### config.mk
export PLATFORM = sky130hd
export DESIGN_NAME = tcw_addr_unit
export DESIGN_NICKNAME = d
export VERILOG_FILES = /design/src/design/tcw_pkg.sv /design/src/design/tcw_addr_unit.sv
export SDC_FILE = /design/constraint.sdc
export NUM_CORES = 1
export LEC_CHECK = 0
export ABC_AREA = 1
export ABC_CLOCK_PERIOD_IN_PS = 5000
export BUFFER_PORTS_ARGS = -buffer_cell sky130_fd_sc_hd__buf_4
export CAP_MARGIN = 40
export CORE_MARGIN = 1
export CORE_UTILIZATION = 47
export DETAILED_ROUTE_END_ITERATION = 12
export PLACE_DENSITY = 0.92
export SYNTH_ARGS = -nofsm -noshare
export SYNTH_HDL_FRONTEND = slang
export SYNTH_SLANG_ARGS = --single-unit
export TNS_END_PERCENT = 20
### constraint.sdc
create_clock -name vclk -period 5
set_clock_uncertainty 0.2 [all_clocks]
set_input_delay 1 -clock vclk [all_inputs]
set_output_delay 1 -clock vclk [all_outputs]
set_load 0.02 [all_outputs]
### src/design/tcw_pkg.sv
`timescale 1ns / 1ps
// ----------------------------------------------------------------------------
// tcw_pkg
// Shared types and constants for the text console writer.
// ----------------------------------------------------------------------------
package tcw_pkg;

    // Default geometry
    localparam int unsigned DEF_COLUMNS  = 80;
    localparam int unsigned DEF_ROWS     = 25;
    localparam int unsigned DEF_TAB_STOP = 8;

    // Control codes
    localparam logic [7:0] CODE_BS  = 8'h08;
    localparam logic [7:0] CODE_TAB = 8'h09;
    localparam logic [7:0] CODE_LF  = 8'h0a;
    localparam logic [7:0] CODE_CR  = 8'h0d;

    // Register indexes and reset values
    localparam logic CFG_CHAR_ATTR = 1'b0;
    localparam logic CFG_OUTPUT_EN = 1'b1;
    localparam logic [7:0] ATTR_RESET = 8'h07;

    typedef enum logic [1:0] {
        REQ_PRINT = 2'd0,
        REQ_CLEAR = 2'd1,
        REQ_READ  = 2'd2
    } req_t;

    typedef enum logic [2:0] {
        ST_IDLE,
        ST_EXEC,
        ST_READ,
        ST_SWEEP,
        ST_FINISH
    } state_t;

    typedef struct packed {
        logic [7:0] attr;
        logic [7:0] ch;
    } cell_t;

    typedef struct packed {
        logic we;
        logic re;
    } mem_ctl_t;

endpackage

### src/design/tcw_addr_unit.sv
`timescale 1ns / 1ps
// ----------------------------------------------------------------------------
// tcw_addr_unit
// Shared address unit: maps a screen row and column to a cell store address,
// applying the scroll offset modulo the row count.
// ----------------------------------------------------------------------------
module tcw_addr_unit #(
    parameter int unsigned ROWS    = tcw_pkg::DEF_ROWS,
    parameter int unsigned COLUMNS = tcw_pkg::DEF_COLUMNS,
    parameter int unsigned RW      = $clog2(ROWS),
    parameter int unsigned CW      = $clog2(COLUMNS),
    parameter int unsigned AW      = $clog2(ROWS * COLUMNS)
) (
    input  logic [RW-1:0] scr_row,
    input  logic [RW-1:0] top_row,
    input  logic [CW-1:0] col,
    output logic [AW-1:0] addr
);

    localparam logic [AW-1:0] COLS_A = AW'(COLUMNS);

    logic [RW:0]   row_sum;
    logic [RW-1:0] store_row;

    always_comb begin
        row_sum = {1'b0, scr_row} + {1'b0, top_row};
        // wrap once: both terms are below the row count
        if (row_sum >= (RW + 1)'(ROWS)) begin
            store_row = RW'(row_sum - (RW + 1)'(ROWS));
        end else begin
            store_row = RW'(row_sum);
        end
        addr = AW'(store_row) * COLS_A + AW'(col);
    end

endmodule

==> out/qor.log, run 1 <==
INFO  routing        detail-route-antenna-nets=0
INFO  synthesis      post-synth-top-area-fraction=29.3%
INFO  finish         area_growth=74.9%
INFO  global_routing number_of_antenna_violations_at_the_first_check_in_global_routing=0
INFO  placed_design  dp.final_hpwl=1590um
INFO  pwr            total_leakage_power=0.616nW
INFO  global_routing grt_start_max_net_pins=7
INFO  finish         seqCellArea=0um^2
INFO  finish         drive_gt1_share=57.7%
INFO  critical_path  worst-endpoint-arrival=4.20ns
INFO  timing         final.hold.worst_slack=1.80ns
INFO  placed_design  numPortBuffers=20
INFO  critical_path  worst-endpoint-required=3.80ns
INFO  finish         mostFrequentLayoutCell=sky130_fd_sc_hd__buf_4
INFO  finish         antenna-diode-count=0
INFO  finish         highest_count_cells_in_the_layout_ignoring_fill_and_taps=43 x sky130_fd_sc_hd__buf_4, 17 x sky130_fd_sc_hd__nand2_1, 10 x sky130_fd_sc_hd__inv_1, 10 x sky130_fd_sc_hd__ha_1, 9 x sky130_fd_sc_hd__nand3_1
INFO  routing        totalWireLength=2450um
INFO  timing         rsz0062_at_grt=true
INFO  global_routing grt_pass1_vias=805
INFO  routing        post-route-drc-count=0
INFO  floorplanning  dieWidth=40.1um
INFO  routing        drtIter0Drc=26
INFO  status         status=finished, violations left
INFO  floorplanning  core_area=1330um^2
INFO  timing         slew_viol_final=0
INFO  placed_design  dpl-instance-area=1050um^2
INFO  run            cap_violations=0
INFO  routing        vias=828
INFO  pwr            ir_drop=0.000376V
INFO  timing         fmax=185MHz
INFO  routing        route.detailed.vias_per_inst=5.45
INFO  routing        drt_pass1_iterations=4
INFO  placed_design  gp_congestion=0.761
INFO  min_path       worst_hold_path.num_cells=0
INFO  floorplanning  io_pins=28
INFO  floorplanning  die_h=40.1um
INFO  timing         final_hold_viol_count=0
INFO  synthesis      yosysTopAreaCell=sky130_fd_sc_hd__ha_1
INFO  synthesis      yosysWarningCount=0
INFO  min_path       worst_hold_path.endpoint=addr[1]
INFO  floorplanning  placement_rows=13
INFO  min_path       hp-class=in -> out
INFO  critical_path  worst_setup_path_end_kind=output port
INFO  synthesis      avgSynthCellArea=7.19um^2
INFO  timing         finalCriticalPeriod=5.40ns
INFO  synthesis      synth.yosys.seq_area_share=0%
INFO  timing         setup_violations=4
INFO  synthesis      synthDistinctLibCells=20
INFO  global_routing grt_pass1_wl=3340um
INFO  global_routing grt_overflow_total=0
INFO  finish         finalNetCount=175
INFO  finish         sequential_cell_count=0
INFO  timing         worst_slew_pin_slew=0.233ns
INFO  routing        detail_route.wl_per_cell=16.1um
INFO  global_routing grt.total_usage=30.9%
INFO  synthesis      synth_cells=95
INFO  finish         final.clkbuf_count=0
INFO  timing         setup_slack=-0.401ns
INFO  placed_design  pre_cts_slack=-0.482ns
INFO  pwr            cellPowerDensity=567nW/um^2
INFO  critical_path  largest_driver_fanout_on_the_critical_path=6
INFO  timing         maxSlewHeadroom=84.4%
INFO  min_path       hold_path_startpoint=col[1]
INFO  critical_path  worstSetupStartpointType=primary input
INFO  floorplanning  design.die.area=1610um^2
INFO  synthesis      netlist_area=683um^2
INFO  synthesis      syn-num-nets=131
INFO  floorplanning  floorplan.initialDensity=51.2%
INFO  timing         final_worst_path_cycle_share=108%
INFO  status         violations=negative setup slack
INFO  critical_path  crit_type=in -> out
INFO  synthesis      synth_area_leaders=sky130_fd_sc_hd__ha_1 29%, sky130_fd_sc_hd__nand2_1 12%, sky130_fd_sc_hd__xor2_1 9.0%
INFO  finish         design_area=1190um^2
==> through the flow <==
stage	total power [mW]	std cells	TNS (ns)	util, %
4_1_cts	0.609	151	-0.963	86.1
3_5_place_dp	0.566	148	-1.41	78.6
6_report	0.678	152	-1.20	89.6
2_1_floorplan	0.329	95	-0.209	-
5_1_grt	0.735	152	-1.80	89.6
3_3_place_gp	0.536	148	-0.951	78.6
==> synthesized netlist by cell type, drive strengths merged <==
cell and number:
a21oi 5, a31oi 1, buf 4, fa 3, ha 16, inv 12
nand2 25, nand3 14, nand3b 1, nor2 1, nor3b 1, o21ai 1
o21bai 1, xnor2 3, xor2 7
==> critical path, cell delays in order <==
cell and delay (ns):
sky130_fd_sc_hd__buf_6 0.10, sky130_fd_sc_hd__ha_4 0.16, sky130_fd_sc_hd__fa_1 0.49, sky130_fd_sc_hd__inv_2 0.07
sky130_fd_sc_hd__ha_4 0.16, sky130_fd_sc_hd__nand3b_1 0.11, sky130_fd_sc_hd__nand3_2 0.11, sky130_fd_sc_hd__nand2_4 0.12
sky130_fd_sc_hd__nand2_2 0.07, sky130_fd_sc_hd__xnor2_2 0.14, sky130_fd_sc_hd__ha_1 0.30, sky130_fd_sc_hd__ha_2 0.21
sky130_fd_sc_hd__fa_2 0.36, sky130_fd_sc_hd__xor2_2 0.19, sky130_fd_sc_hd__nand3_2 0.14, sky130_fd_sc_hd__xnor2_2 0.15
sky130_fd_sc_hd__inv_1 0.06, sky130_fd_sc_hd__nand3_2 0.07, sky130_fd_sc_hd__nand2_2 0.07, sky130_fd_sc_hd__buf_6 0.11
==> worst max-delay path by stage <==
stage,start,to,cells after the start
3_5_place_dp,scr_row[0],addr[10],19
4_1_cts,top_row[0],addr[10],20
5_1_grt,top_row[0],addr[10],20
3_3_place_gp,scr_row[0],addr[10],19
6_report,top_row[0],addr[10],20
2_1_floorplan,scr_row[0],addr[10],18
==> layout make-up <==
class,count,area (um^2)
Fill cell,52,139
Inverter,12,45.0
Multi-Input combinational cell,79,774
Tap cell,15,18.8
Timing Repair Buffer,46,357
==> layer usage <==
layer	vias to the layer above	GRT usage, %	part of all wire [%]
met4	0	12.9	3.6
met1	390	33.3	38
met2	34	59.3	53
li1	392	-	-
met3	12	3.33	4.8
met5	-	0	0
==> power by group <==
group,switching (mW),internal (mW),total [mW]
clock network,0,0,0
registers,0,0,0
logic,0.341,0.337,0.678
total,0.341,0.337,0.678
==> repair_timing <==
item,in CTS,in global routing
hold buffers,0,0
gates resized for setup,11,6
pin swaps,17,1
buffers inserted,3,1
cloned,0,0
hold endpoints to repair,0,0
endpoints found under the setup margin,4,5
==> kinds of logic after synthesis <==
group                      synth area share [%]
adders and majority gates                  38.1
and+or+nand+nor                            31.1
xor gates and xnor gates                   12.8
buffers and inverters                      11.0
AOI/OAI and AO/OA                          6.96
(Power assumes the default switching activity.)
==> inputs of run 2 (changes only) <==
Settings changed: ABC_AREA 1 to 0, PLACE_DENSITY 0.92 to 0.93.
==> run 2 against run 1 <==
The flow still finishes with violations (negative setup slack); first-iteration DRC count grew 54%; wire length grew 25%; via count rose by 9.9%; flip-flop and latch count unchanged; maximum frequency down 15%; worst setup slack lost 0.96 ns; cell area up 0.63%; sequential share of layout area unchanged; combinational power is 20% higher; synthesized cell count shrank 18%; global-route usage up 6.0 points.
==> out/qor.log, run 2 <==
INFO  status         status=finished, violations left
INFO  status         violations=negative setup slack
INFO  placed_design  placed_cells=134
INFO  global_routing grt_start_max_net_pins=6
INFO  synthesis      synth.yosys.seq_area_share=0%
INFO  timing         final_hold_viol_count=0
INFO  timing         final_worst_path_cycle_share=127%
INFO  synthesis      synthDistinctLibCells=29
INFO  pwr            total_leakage_power=0.596nW
INFO  routing        vias=910
INFO  floorplanning  placement_rows=13
INFO  synthesis      post-synth-top-area-fraction=30.0%
INFO  run            cap_violations=0
INFO  global_routing grt_pass1_vias=875
INFO  critical_path  cp_top_family=adder cells
INFO  floorplanning  core_area=1320um^2
INFO  global_routing groute.layer.met2.usage=75.0%
INFO  critical_path  crit_type=in -> out
INFO  floorplanning  io_pins=28
INFO  finish         area_growth=80.0%
INFO  critical_path  largest_driver_fanout_on_the_critical_path=3
INFO  synthesis      avgSynthCellArea=8.57um^2
INFO  min_path       hold_path_startpoint=col[1]
INFO  placed_design  gp_congestion=0.761
INFO  critical_path  worst_setup_path_end_kind=output port
INFO  pwr            cellPowerDensity=676nW/um^2
INFO  placed_design  numPortBuffers=20
INFO  timing         rsz0062_at_grt=true
INFO  synthesis      netlist_top_cells_count=16 x sky130_fd_sc_hd__ha_1, 8 x sky130_fd_sc_hd__xnor2_1, 6 x sky130_fd_sc_hd__a21oi_1
INFO  critical_path  worstSetupPathDepth=19
INFO  critical_path  critical_path.cell_chain=buf_6 > ha_4 > fa_1 > inv_2 > ha_4 > inv_2 > nor4_1 > nor3_2 > nor2_2 > mux2_4 > ha_4 > ha_4 > fa_1 > nand2_2 > nor2b_4 > o21ai_2 > a221oi_2 > xnor2_2 > buf_4
INFO  timing         worst_slew_pin_slew=0.556ns
INFO  finish         mostFrequentLayoutCell=sky130_fd_sc_hd__buf_4
INFO  min_path       worst_hold_path.num_cells=0
INFO  pwr            total_power=0.812mW
INFO  timing         setup_violations=6
INFO  finish         highest_count_cells_in_the_layout_ignoring_fill_and_taps=47 x sky130_fd_sc_hd__buf_4, 9 x sky130_fd_sc_hd__ha_1, 6 x sky130_fd_sc_hd__ha_4, 5 x sky130_fd_sc_hd__a21oi_1
INFO  routing        detail_route.wl_per_cell=22.0um
INFO  critical_path  worstSetupStartpointType=primary input
INFO  synthesis      synth_cells=78
INFO  critical_path  worst_path_max_delay_cell=sky130_fd_sc_hd__fa_1
INFO  synthesis      yosysWarningCount=0
INFO  floorplanning  floorplan.initialDensity=50.7%
INFO  synthesis      yosysTopAreaCell=sky130_fd_sc_hd__ha_1
INFO  timing         fmax=157MHz
INFO  finish         stdcell_count=139
INFO  timing         final.hold.worst_slack=1.80ns
INFO  placed_design  dp.final_hpwl=1680um
INFO  routing        drtIter0Drc=40
INFO  floorplanning  die_h=39.7um
INFO  finish         final.clkbuf_count=0
INFO  floorplanning  design.die.area=1580um^2
INFO  synthesis      synth_area_leaders=sky130_fd_sc_hd__ha_1 30%, sky130_fd_sc_hd__xnor2_1 10%, sky130_fd_sc_hd__fa_1 9.0%
INFO  global_routing grt_busiest_layer=met2
INFO  global_routing grt_pass1_wl=3750um
INFO  routing        detail-route-antenna-nets=0
INFO  critical_path  worst-endpoint-required=3.80ns
INFO  global_routing globalRouteMet1Util=28.5%
INFO  critical_path  cp_num_buf_inv=4
INFO  routing        totalWireLength=3060um
INFO  finish         drive_gt1_share=59.7%
INFO  timing         slew_viol_final=0
INFO  timing         setup_slack=-1.36ns
INFO  min_path       worst_hold_path.endpoint=addr[1]
INFO  finish         finish.utilization=91.3%
INFO  min_path       hp-class=in -> out
INFO  routing        post-route-drc-count=0
INFO  synthesis      syn-num-nets=114
INFO  finish         finalNetCount=162
INFO  routing        route.detailed.vias_per_inst=6.55
INFO  finish         seqCellArea=0um^2
INFO  finish         sequential_cell_count=0
INFO  pwr            ir_drop=0.000645V
INFO  floorplanning  dieWidth=39.7um
INFO  critical_path  critical_path.max_stage_delay=0.54ns
INFO  global_routing grt_overflow_total=0
INFO  placed_design  dpl-instance-area=1050um^2
INFO  clocking       holdBufCountCts=0
INFO  global_routing grt_use_met3=7.39%
INFO  routing        drt_pass1_iterations=4
INFO  synthesis      synth.most_common_cell=sky130_fd_sc_hd__ha_1
INFO  timing         setup-tns-final=-4.94ns
INFO  finish         antenna-diode-count=0
INFO  global_routing number_of_antenna_violations_at_the_first_check_in_global_routing=0
INFO  critical_path  worst-endpoint-arrival=5.16ns
INFO  critical_path  cp_common_cell=sky130_fd_sc_hd__ha_4
INFO  global_routing grt.total_usage=36.9%
INFO  placed_design  pre_cts_slack=-1.33ns
INFO  finish         design_area=1200um^2
INFO  synthesis      netlist_area=668um^2
INFO  timing         maxSlewHeadroom=62.6%
INFO  timing         finalCriticalPeriod=6.36ns
## run 2: changes by cell type in the layout (fill, tap and decap cells not counted), sizes merged, moves of 2 or more
| cell | change |
|---|---|
| a211o | +3 |
| a21o | +3 |
| buf | +4 |
| inv | -7 |
| nand2 | -22 |
| nand3 | -14 |
| nor2 | +2 |
| nor2b | +3 |
| o21ai | +4 |
| xnor2 | +5 |
| xor2 | -5 |
## run 2: worst max-delay path by stage
stage | start | end
final | top_row[0] | addr[10]
after global routing | top_row[0] | addr[10]
after CTS | top_row[0] | addr[10]
after detailed placement | scr_row[0] | addr[10]
after global placement | scr_row[0] | addr[10]
after floorplan | scr_row[0] | addr[10]
## run 2: layout make-up
class	instances	area, um^2
Fill cell	57	115
Timing Repair Buffer	50	387
Tap cell	15	18.8
Inverter	5	18.8
Multi-Input combinational cell	69	778
## run 2: cells by family (layout without fill, tap and decap cells)
family          count (synthesis)  count (layout)  share of synthesized area (%)
compound gates                 23              23                           23.4
xor+xnor                       10              10                           13.1
fa+ha+maj                      19              19                           39.0
buf+inv                         9              55                           7.30
mux                             2               2                           5.06
simple gates                   15              15                           12.2
## run 2: timing repair
action                     CTS  global route
gates resized for setup     15             8
setup endpoints to repair    6             6
hold endpoints to repair     0             0
setup buffers                5             0
pin swaps                   12             3
## run 2: power by group
part / leakage [nW] / total [mW] / switching (mW) / internal (mW)
clock network: 0 / 0 / 0 / 0
logic: 0.596 / 0.812 / 0.408 / 0.405
registers: 0 / 0 / 0 / 0
total: 0.596 / 0.812 / 0.408 / 0.405
## run 2: layer usage
metal	routed length (um)	up-vias
li1	-	378
met5	0	-
met1	1070	424
met4	206	0
met3	240	27
met2	1540	81
==> inputs of run 3 (changes only) <==
Settings changed: ABC_AREA 0 to 1, BUFFER_PORTS_ARGS -buffer_cell sky130_fd_sc_hd__buf_4 to -buffer_cell sky130_fd_sc_hd__buf_2, PLACE_DENSITY 0.93 to 0.92.
==> run 3 against run 2 <==
The flow still finishes with violations (negative setup slack); count of clock-buffer cells in the layout did not move; non-clock buffer count decreased by 5; cell area is 2.5% higher; maximum frequency is 13% higher; critical endpoint unchanged.
==> out/qor.log, run 3 (same netlist as run 1, synthesis figures left out) <==
INFO  status         status=finished, violations left
INFO  status         violations=negative setup slack
INFO  global_routing grt_overflow_total=0
INFO  timing         maxSlewHeadroom=79.9%
INFO  finish         area_growth=80.4%
INFO  timing         final_worst_path_cycle_share=112%
INFO  timing         final.hold.worst_slack=1.80ns
INFO  global_routing number_of_antenna_violations_at_the_first_check_in_global_routing=0
INFO  finish         multi_input_area=845um^2
INFO  finish         mostFrequentLayoutCell=sky130_fd_sc_hd__buf_4
INFO  placed_design  numPortBuffers=20
INFO  routing        route.detailed.vias_per_inst=6.11
INFO  global_routing grt_pass1_wl=3710um
INFO  timing         final_hold_viol_count=0
INFO  timing         worst_slew_pin_slew=0.302ns
INFO  routing        drtIter0Drc=59
INFO  routing        post-route-drc-count=0
INFO  critical_path  worst_setup_path_end_kind=output port
INFO  critical_path  worst-endpoint-arrival=4.41ns
INFO  timing         rsz0062_at_grt=true
INFO  finish         final.clkbuf_count=0
INFO  run            cap_violations=0
INFO  placed_design  pre_cts_slack=-0.486ns
INFO  pwr            total_switching_power=0.390mW
INFO  min_path       worst_hold_path.endpoint=addr[1]
INFO  routing        drt_pass1_iterations=4
INFO  timing         fmax=178MHz
INFO  critical_path  critical_path.cell_chain=buf_6 > ha_4 > fa_1 > inv_2 > ha_4 > nand3b_1 > nand3_2 > nand2_4 > nand2_4 > xnor2_4 > ha_4 > ha_4 > fa_2 > xor2_2 > nand3_2 > xnor2_2 > inv_1 > nand3_2 > nand2_2 > buf_6
INFO  floorplanning  io_pins=28
INFO  finish         antenna-diode-count=0
INFO  min_path       hp-class=in -> out
INFO  routing        detail-route-antenna-nets=0
INFO  placed_design  placed_cells=147
INFO  finish         fillers=54
INFO  global_routing grt.total_usage=34.6%
INFO  floorplanning  placement_rows=13
INFO  placed_design  dpl-instance-area=991um^2
INFO  pwr            share_comb_of_total_power=100.0%
INFO  critical_path  cp_top_family=adder cells
INFO  finish         design_area=1230um^2
INFO  placed_design  gp_congestion=0.753
INFO  pwr            cellPowerDensity=614nW/um^2
INFO  finish         seqCellArea=0um^2
INFO  global_routing grt_start_max_net_pins=7
INFO  finish         finalNetCount=174
INFO  pwr            total_power=0.757mW
INFO  critical_path  critical_path.max_stage_delay=0.54ns
INFO  min_path       worst_hold_path.num_cells=0
INFO  finish         stdcell_count=151
INFO  routing        detail_route.wl_per_cell=22.7um
INFO  finish         sequential_cell_count=0
INFO  floorplanning  dieWidth=40.1um
INFO  timing         slew_viol_final=0
INFO  critical_path  worst_path_max_delay_cell=sky130_fd_sc_hd__fa_1
INFO  timing         setup_slack=-0.609ns
INFO  critical_path  crit_type=in -> out
INFO  clocking       holdBufCountCts=0
INFO  placed_design  dp.final_hpwl=1550um
INFO  critical_path  worstSetupStartpointType=primary input
INFO  global_routing grt_pass1_vias=810
INFO  floorplanning  floorplan.initialDensity=51.2%
INFO  pwr            power_switching_share=51.5%
INFO  pwr            internal_power=0.367mW
INFO  critical_path  cp_common_cell=sky130_fd_sc_hd__ha_4
INFO  routing        vias=922
INFO  finish         highest_count_cells_in_the_layout_ignoring_fill_and_taps=27 x sky130_fd_sc_hd__buf_4, 17 x sky130_fd_sc_hd__nand2_1, 13 x sky130_fd_sc_hd__buf_2, 10 x sky130_fd_sc_hd__inv_1, 9 x sky130_fd_sc_hd__nand3_1
INFO  timing         setup_violations=5
INFO  pwr            share_clk_of_total_power=0%
INFO  min_path       hold_path_startpoint=col[1]
INFO  routing        totalWireLength=3430um
INFO  pwr            power.sequential.fraction=0%
INFO  floorplanning  design.die.area=1610um^2
INFO  finish         drive_gt1_share=60.3%
INFO  timing         setup-tns-final=-1.84ns
INFO  pwr            ir_drop=0.000412V
INFO  pwr            total_leakage_power=0.612nW
INFO  floorplanning  die_h=40.1um
INFO  floorplanning  core_area=1330um^2
INFO  timing         finalCriticalPeriod=5.61ns
INFO  critical_path  largest_driver_fanout_on_the_critical_path=6
INFO  finish         finish.utilization=92.4%
INFO  critical_path  worst-endpoint-required=3.80ns
INFO  critical_path  cp_num_buf_inv=4
==> run 3: final cells by class <==
class              instances  area share [%]
multi-input cells         79            68.5
repair buffers            45            26.3
inverters                 12            3.65
well taps                 15            1.52
==> run 3: power groups by stage <==
stage | Combinational [mW] | Clock (mW) | Sequential (mW)
final | 0.757 | 0 | 0
after global routing | 0.814 | 0 | 0
after CTS | 0.619 | 0 | 0
after detailed placement | 0.519 | 0 | 0
after global placement | 0.488 | 0 | 0
after floorplan | 0.329 | 0 | 0
==> run 3: how the worst max path moves through the flow <==
stage / startpoint / endpoint / cells after the start
after floorplan: scr_row[0] / addr[10] / 18
after global placement: scr_row[0] / addr[10] / 19
after detailed placement: scr_row[0] / addr[10] / 18
after CTS: top_row[0] / addr[10] / 19
after global routing: top_row[0] / addr[10] / 19
final: top_row[0] / addr[10] / 20
==> run 3: layer usage <==
layer	part of all wire, %	track usage [%]	wire length [um]	vias up
met1	34	40.1	1180	408
met4	8.9	17.2	305	0
met2	48	62.9	1660	83
met3	8.4	2.22	288	41
li1	-	-	-	390
met5	0	0	0	-
==> run 3: timing repair <==
action | CTS | global route
endpoints found under the setup margin | 4 | 5
setup buffers | 4 | 0
gates resized for setup | 18 | 16
pin swaps | 14 | 6
